[src/hw/rtl/itoa_fifo.sv]
module itoa_fifo #(
  parameter int unsigned Width = 34,
  parameter int unsigned Depth = 2
) (
  input  logic             clk_i,
  input  logic             rst_ni,
  input  logic             push_i,
  input  logic [Width-1:0] data_i,
  output logic             full_o,
  input  logic             pop_i,
  output logic             valid_o,
  output logic [Width-1:0] data_o
);

  localparam int unsigned PtrWidth = (Depth > 1) ? $clog2(Depth) : 1;
  localparam int unsigned CntWidth = $clog2(Depth + 1);

  logic [Width-1:0]    mem_q [Depth];
  logic [PtrWidth-1:0] wr_ptr_q, wr_ptr_d;
  logic [PtrWidth-1:0] rd_ptr_q, rd_ptr_d;
  logic [CntWidth-1:0] cnt_q, cnt_d;
  logic                do_push;
  logic                do_pop;

  assign full_o  = (cnt_q == CntWidth'(Depth));
  assign valid_o = (cnt_q != '0);
  assign data_o  = mem_q[rd_ptr_q];
  assign do_push = push_i && !full_o;
  assign do_pop  = pop_i && valid_o;

  always_comb begin
    wr_ptr_d = wr_ptr_q;
    rd_ptr_d = rd_ptr_q;
    cnt_d    = cnt_q;
    if (do_push) begin
      wr_ptr_d = (wr_ptr_q == PtrWidth'(Depth - 1)) ? '0 : wr_ptr_q + PtrWidth'(1);
    end
    if (do_pop) begin
      rd_ptr_d = (rd_ptr_q == PtrWidth'(Depth - 1)) ? '0 : rd_ptr_q + PtrWidth'(1);
    end
    if (do_push && !do_pop) begin
      cnt_d = cnt_q + CntWidth'(1);
    end else if (do_pop && !do_push) begin
      cnt_d = cnt_q - CntWidth'(1);
    end
  end

  always_ff @(posedge clk_i or negedge rst_ni) begin
    if (!rst_ni) begin
      wr_ptr_q <= '0;
      rd_ptr_q <= '0;
      cnt_q    <= '0;
    end else begin
      wr_ptr_q <= wr_ptr_d;
      rd_ptr_q <= rd_ptr_d;
      cnt_q    <= cnt_d;
    end
  end

  always_ff @(posedge clk_i) begin
    if (do_push) begin
      mem_q[wr_ptr_q] <= data_i;
    end
  end

endmodule

[config.mk]
export PLATFORM = sky130hd
export DESIGN_NAME = itoa_fifo
export DESIGN_NICKNAME = d
export VERILOG_FILES = /design/src/hw/rtl/itoa_fifo.sv
export SDC_FILE = /design/constraint.sdc
export NUM_CORES = 1
export LEC_CHECK = 0
export ABC_AREA = 1
export BUFFER_PORTS_ARGS = -buffer_cell sky130_fd_sc_hd__buf_4
export CAP_MARGIN = 20
export CORE_MARGIN = 2
export CORE_UTILIZATION = 47
export DETAILED_ROUTE_END_ITERATION = 8
export GPL_TIMING_DRIVEN = 0
export PLACE_DENSITY = 0.77
export SLEW_MARGIN = 20
export SYNTH_ARGS = -nofsm -noshare
export SYNTH_HDL_FRONTEND = slang
export SYNTH_SLANG_ARGS = --single-unit
[constraint.sdc]
create_clock -name clk_i -period 2.45 [get_ports clk_i]
set_input_delay 0.735 -clock clk_i [delete_from_list [all_inputs] [get_ports clk_i]]
set_output_delay 0.735 -clock clk_i [all_outputs]
set_load 0.05 [all_outputs]
==> results.yml <==
outcome:
  status: "complete, no violations"
min_path:
  hp-class: "in -> async"
route:
  num_vias: 1736
  drt_iter0_drc: 88
  postRouteAntennaNets: 0
  drcViolationCount: 0
  via_per_inst: 4.68
  wl_per_cell_um: 12.7
  wirelength_mm: 4.71
  first_pass_iters: 4
pwr:
  p_leak_nw: 1.57
  ir_drop_v: 0.000771
  power.total_mw: 5.19
  p_per_area_nw_per_um2: 1430
clocking:
  cts.sinks: 72
  post_cts_buffers: 0
  htree_levels: 3
  cts.repair.resized: 0
  hold_buffers: 0
  cts_tree: "yes"
  cts_buffers: 9
  cts-root-buf: "clkbuf_8"
  clkTransAtPathRegs_ps: 70
  clk_latency_ps: 320
  clock_path_buffers: 2
global_routing:
  grt_pass1_vias: 1670
  met2_usage_pct: 27.6
  grt_antenna_before_repair: 0
  use_met3_pct: 3.22
  grt.busiest_layer: "met2"
  grt_pass1_wl_mm: 7.32
  gr-usage-met1_pct: 16.8
  grt_max_degree: 35
  grt_overflow: 0
  track_usage_pct: 15.4
logic_synthesis:
  synth_seq_area_share_pct: 77.2
  synth_common_cells: "100 x nand2_1, 68 x edfxtp_1, 13 x nand2_2"
  netlist_area_um2: 2780
  synth_edf_count: 68
  ys_ff_latch: 72
  syn_nets: 248
  synth_warnings: 0
  async_reset_ff_share_pct: 5.56
  synth.distinct_cells: 18
  yosys.cell_count.top_type: "nand2_1"
  syn_inst: 209
  synthFlopType: "edfxtp_1"
  synth_top_area_share_pct: 73.6
  avgSynthCellArea_um2: 13.3
  synth_top_cell_by_area: "edfxtp_1"
  synth_area_leaders: "edfxtp_1 74%, nand2_1 14%, dfrtp_1 3.6%, nand2_2 2.9%, buf_6 1.6%"
final_layout:
  nets: 333
  fillers: 443
  drive_gt1_share_pct: 37.5
  multi_input_area_um2: 528
  syn2layout_area_growth_pct: 30.4
  regArea_um2: 2140
  n_antenna_cell: 0
die:
  die_x_um: 80.8
  dieHeight_um: 80.8
  placementRows: 27
  dieArea_um2: 6540
  core-area_um2: 5610
  io_pins: 74
  start_util_pct: 49.5
sta:
  max_clock_freq_ghz: 0.471
  hold_viol_final: 0
  period_needed_ps: 2120
  fin_ws_ps: 326
  drv_slew: 0
  tightest_slew_ps: 748
  finalSetupViolations: 0
  fin_crit_sh_pct: 86.7
  hold_ws_ps: 192
  finalClockSkew_ps: 10.6
  relSlewSlack_pct: 50.1
  rsz0062_at_grt: "false"
run:
  drv_cap: 0
worst_setup_path:
  end_kind: "output pin"
  cp-start-kind: "flip-flop"
  crit_fanout: 10
  crit_type: "reg -> out"
  required_ps: 1710
  arrival_ps: 1390
placement:
  dp_hpwl_mm: 3.16
  dp_slack_ps: 431
  portBuffers: 73
  gp_congestion: 0.794
## path summary, 6_finish.rpt
check,endpoint,cells past startpoint,startpoint,slack (ps)
setup / recovery,data_o[31],6,rd_ptr_q$_DFFE_PN0P_,330
setup reg to reg,mem_q[1][14]$_DFFE_PP_,4,cnt_q[1]$_DFFE_PN0P_,720
max in group asynchronous,rd_ptr_q$_DFFE_PN0P_,1,rst_ni,2150
min in group clk_i,wr_ptr_q$_DFFE_PN0N_,2,wr_ptr_q$_DFFE_PN0N_,490
hold reg to reg,wr_ptr_q$_DFFE_PN0N_,2,wr_ptr_q$_DFFE_PN0N_,490
hold / removal,cnt_q[0]$_DFFE_PN0P_,1,rst_ni,190
## critical path: stages, from the launching register on
cell and delay, ps:
dfrtp_1 370, buf_6 150, inv_8 80, buf_8 150, nand2_2 50, nand2_1 70
buf_4 190
## layer usage
layer	up-vias	part of all wire [%]
met1	793	40
li1	864	-
met4	0	2.7
met2	64	52
met3	15	6.0
met5	-	0
## registers in the layout, summed over array words and instances (netlist names)
register / flops
rd_ptr_q: 1
mem_q: 68
cnt_q: 2
wr_ptr_q: 1
## cell usage in the layout (no fill, tap or decap)
cell and n:
edfxtp_1 68, nand2_2 13, clkbuf_8 11, inv_8 1, nor2_2 1, nand2_1 100, nand3_1 2, clkinv_2 1
nor2_4 2, inv_2 2, buf_16 1, clkbuf_1 4, ha_1 1, buf_4 75, inv_1 5, nand4_1 1
buf_6 4, xnor2_1 1, o21ai_0 1, dfrtp_1 4, buf_8 1
## logic make-up after synthesis
| kind of cell | share of synthesized area, % |
|---|---|
| fa+ha+maj | 0.451 |
| compound gates | 0.180 |
| xor+xnor | 0.316 |
| simple gates | 17.8 |
| flops | 77.2 |
| buf+inv | 4.06 |
## area by class of cell
| class | count | area share (%) |
|---|---|---|
| sequential | 72 | 59.2 |
| timing repair buffer | 74 | 15.9 |
| multi-input combinational | 122 | 14.6 |
| clock buffer | 15 | 4.60 |
| tap | 72 | 2.49 |
| buffer | 7 | 2.07 |
| inverter | 8 | 1.04 |
| clock inverter | 1 | 0.138 |
## power breakdown
part | switching [mW] | total (mW) | internal [mW] | leakage [nW]
logic | 1.87 | 2.63 | 0.759 | 0.804
registers | 0.0848 | 1.77 | 1.68 | 0.681
clock network | 0.366 | 0.790 | 0.423 | 0.0877
## metrics by stage
| stage | cells | area, um^2 | utilization (%) | setup TNS, ps |
|---|---|---|---|---|
| 2_1_floorplan | 209 | 2780 | - | 0 |
| 6_report | 371 | 3620 | 64.5 | 0 |
| 3_3_place_gp | 354 | 3420 | 60.9 | -8550 |
| 5_1_grt | 371 | 3620 | 64.5 | 0 |
| 4_1_cts | 371 | 3620 | 64.5 | 0 |
| 3_5_place_dp | 355 | 3450 | 61.5 | 0 |
No activity file was read; power rests on OpenSTA's default activity.
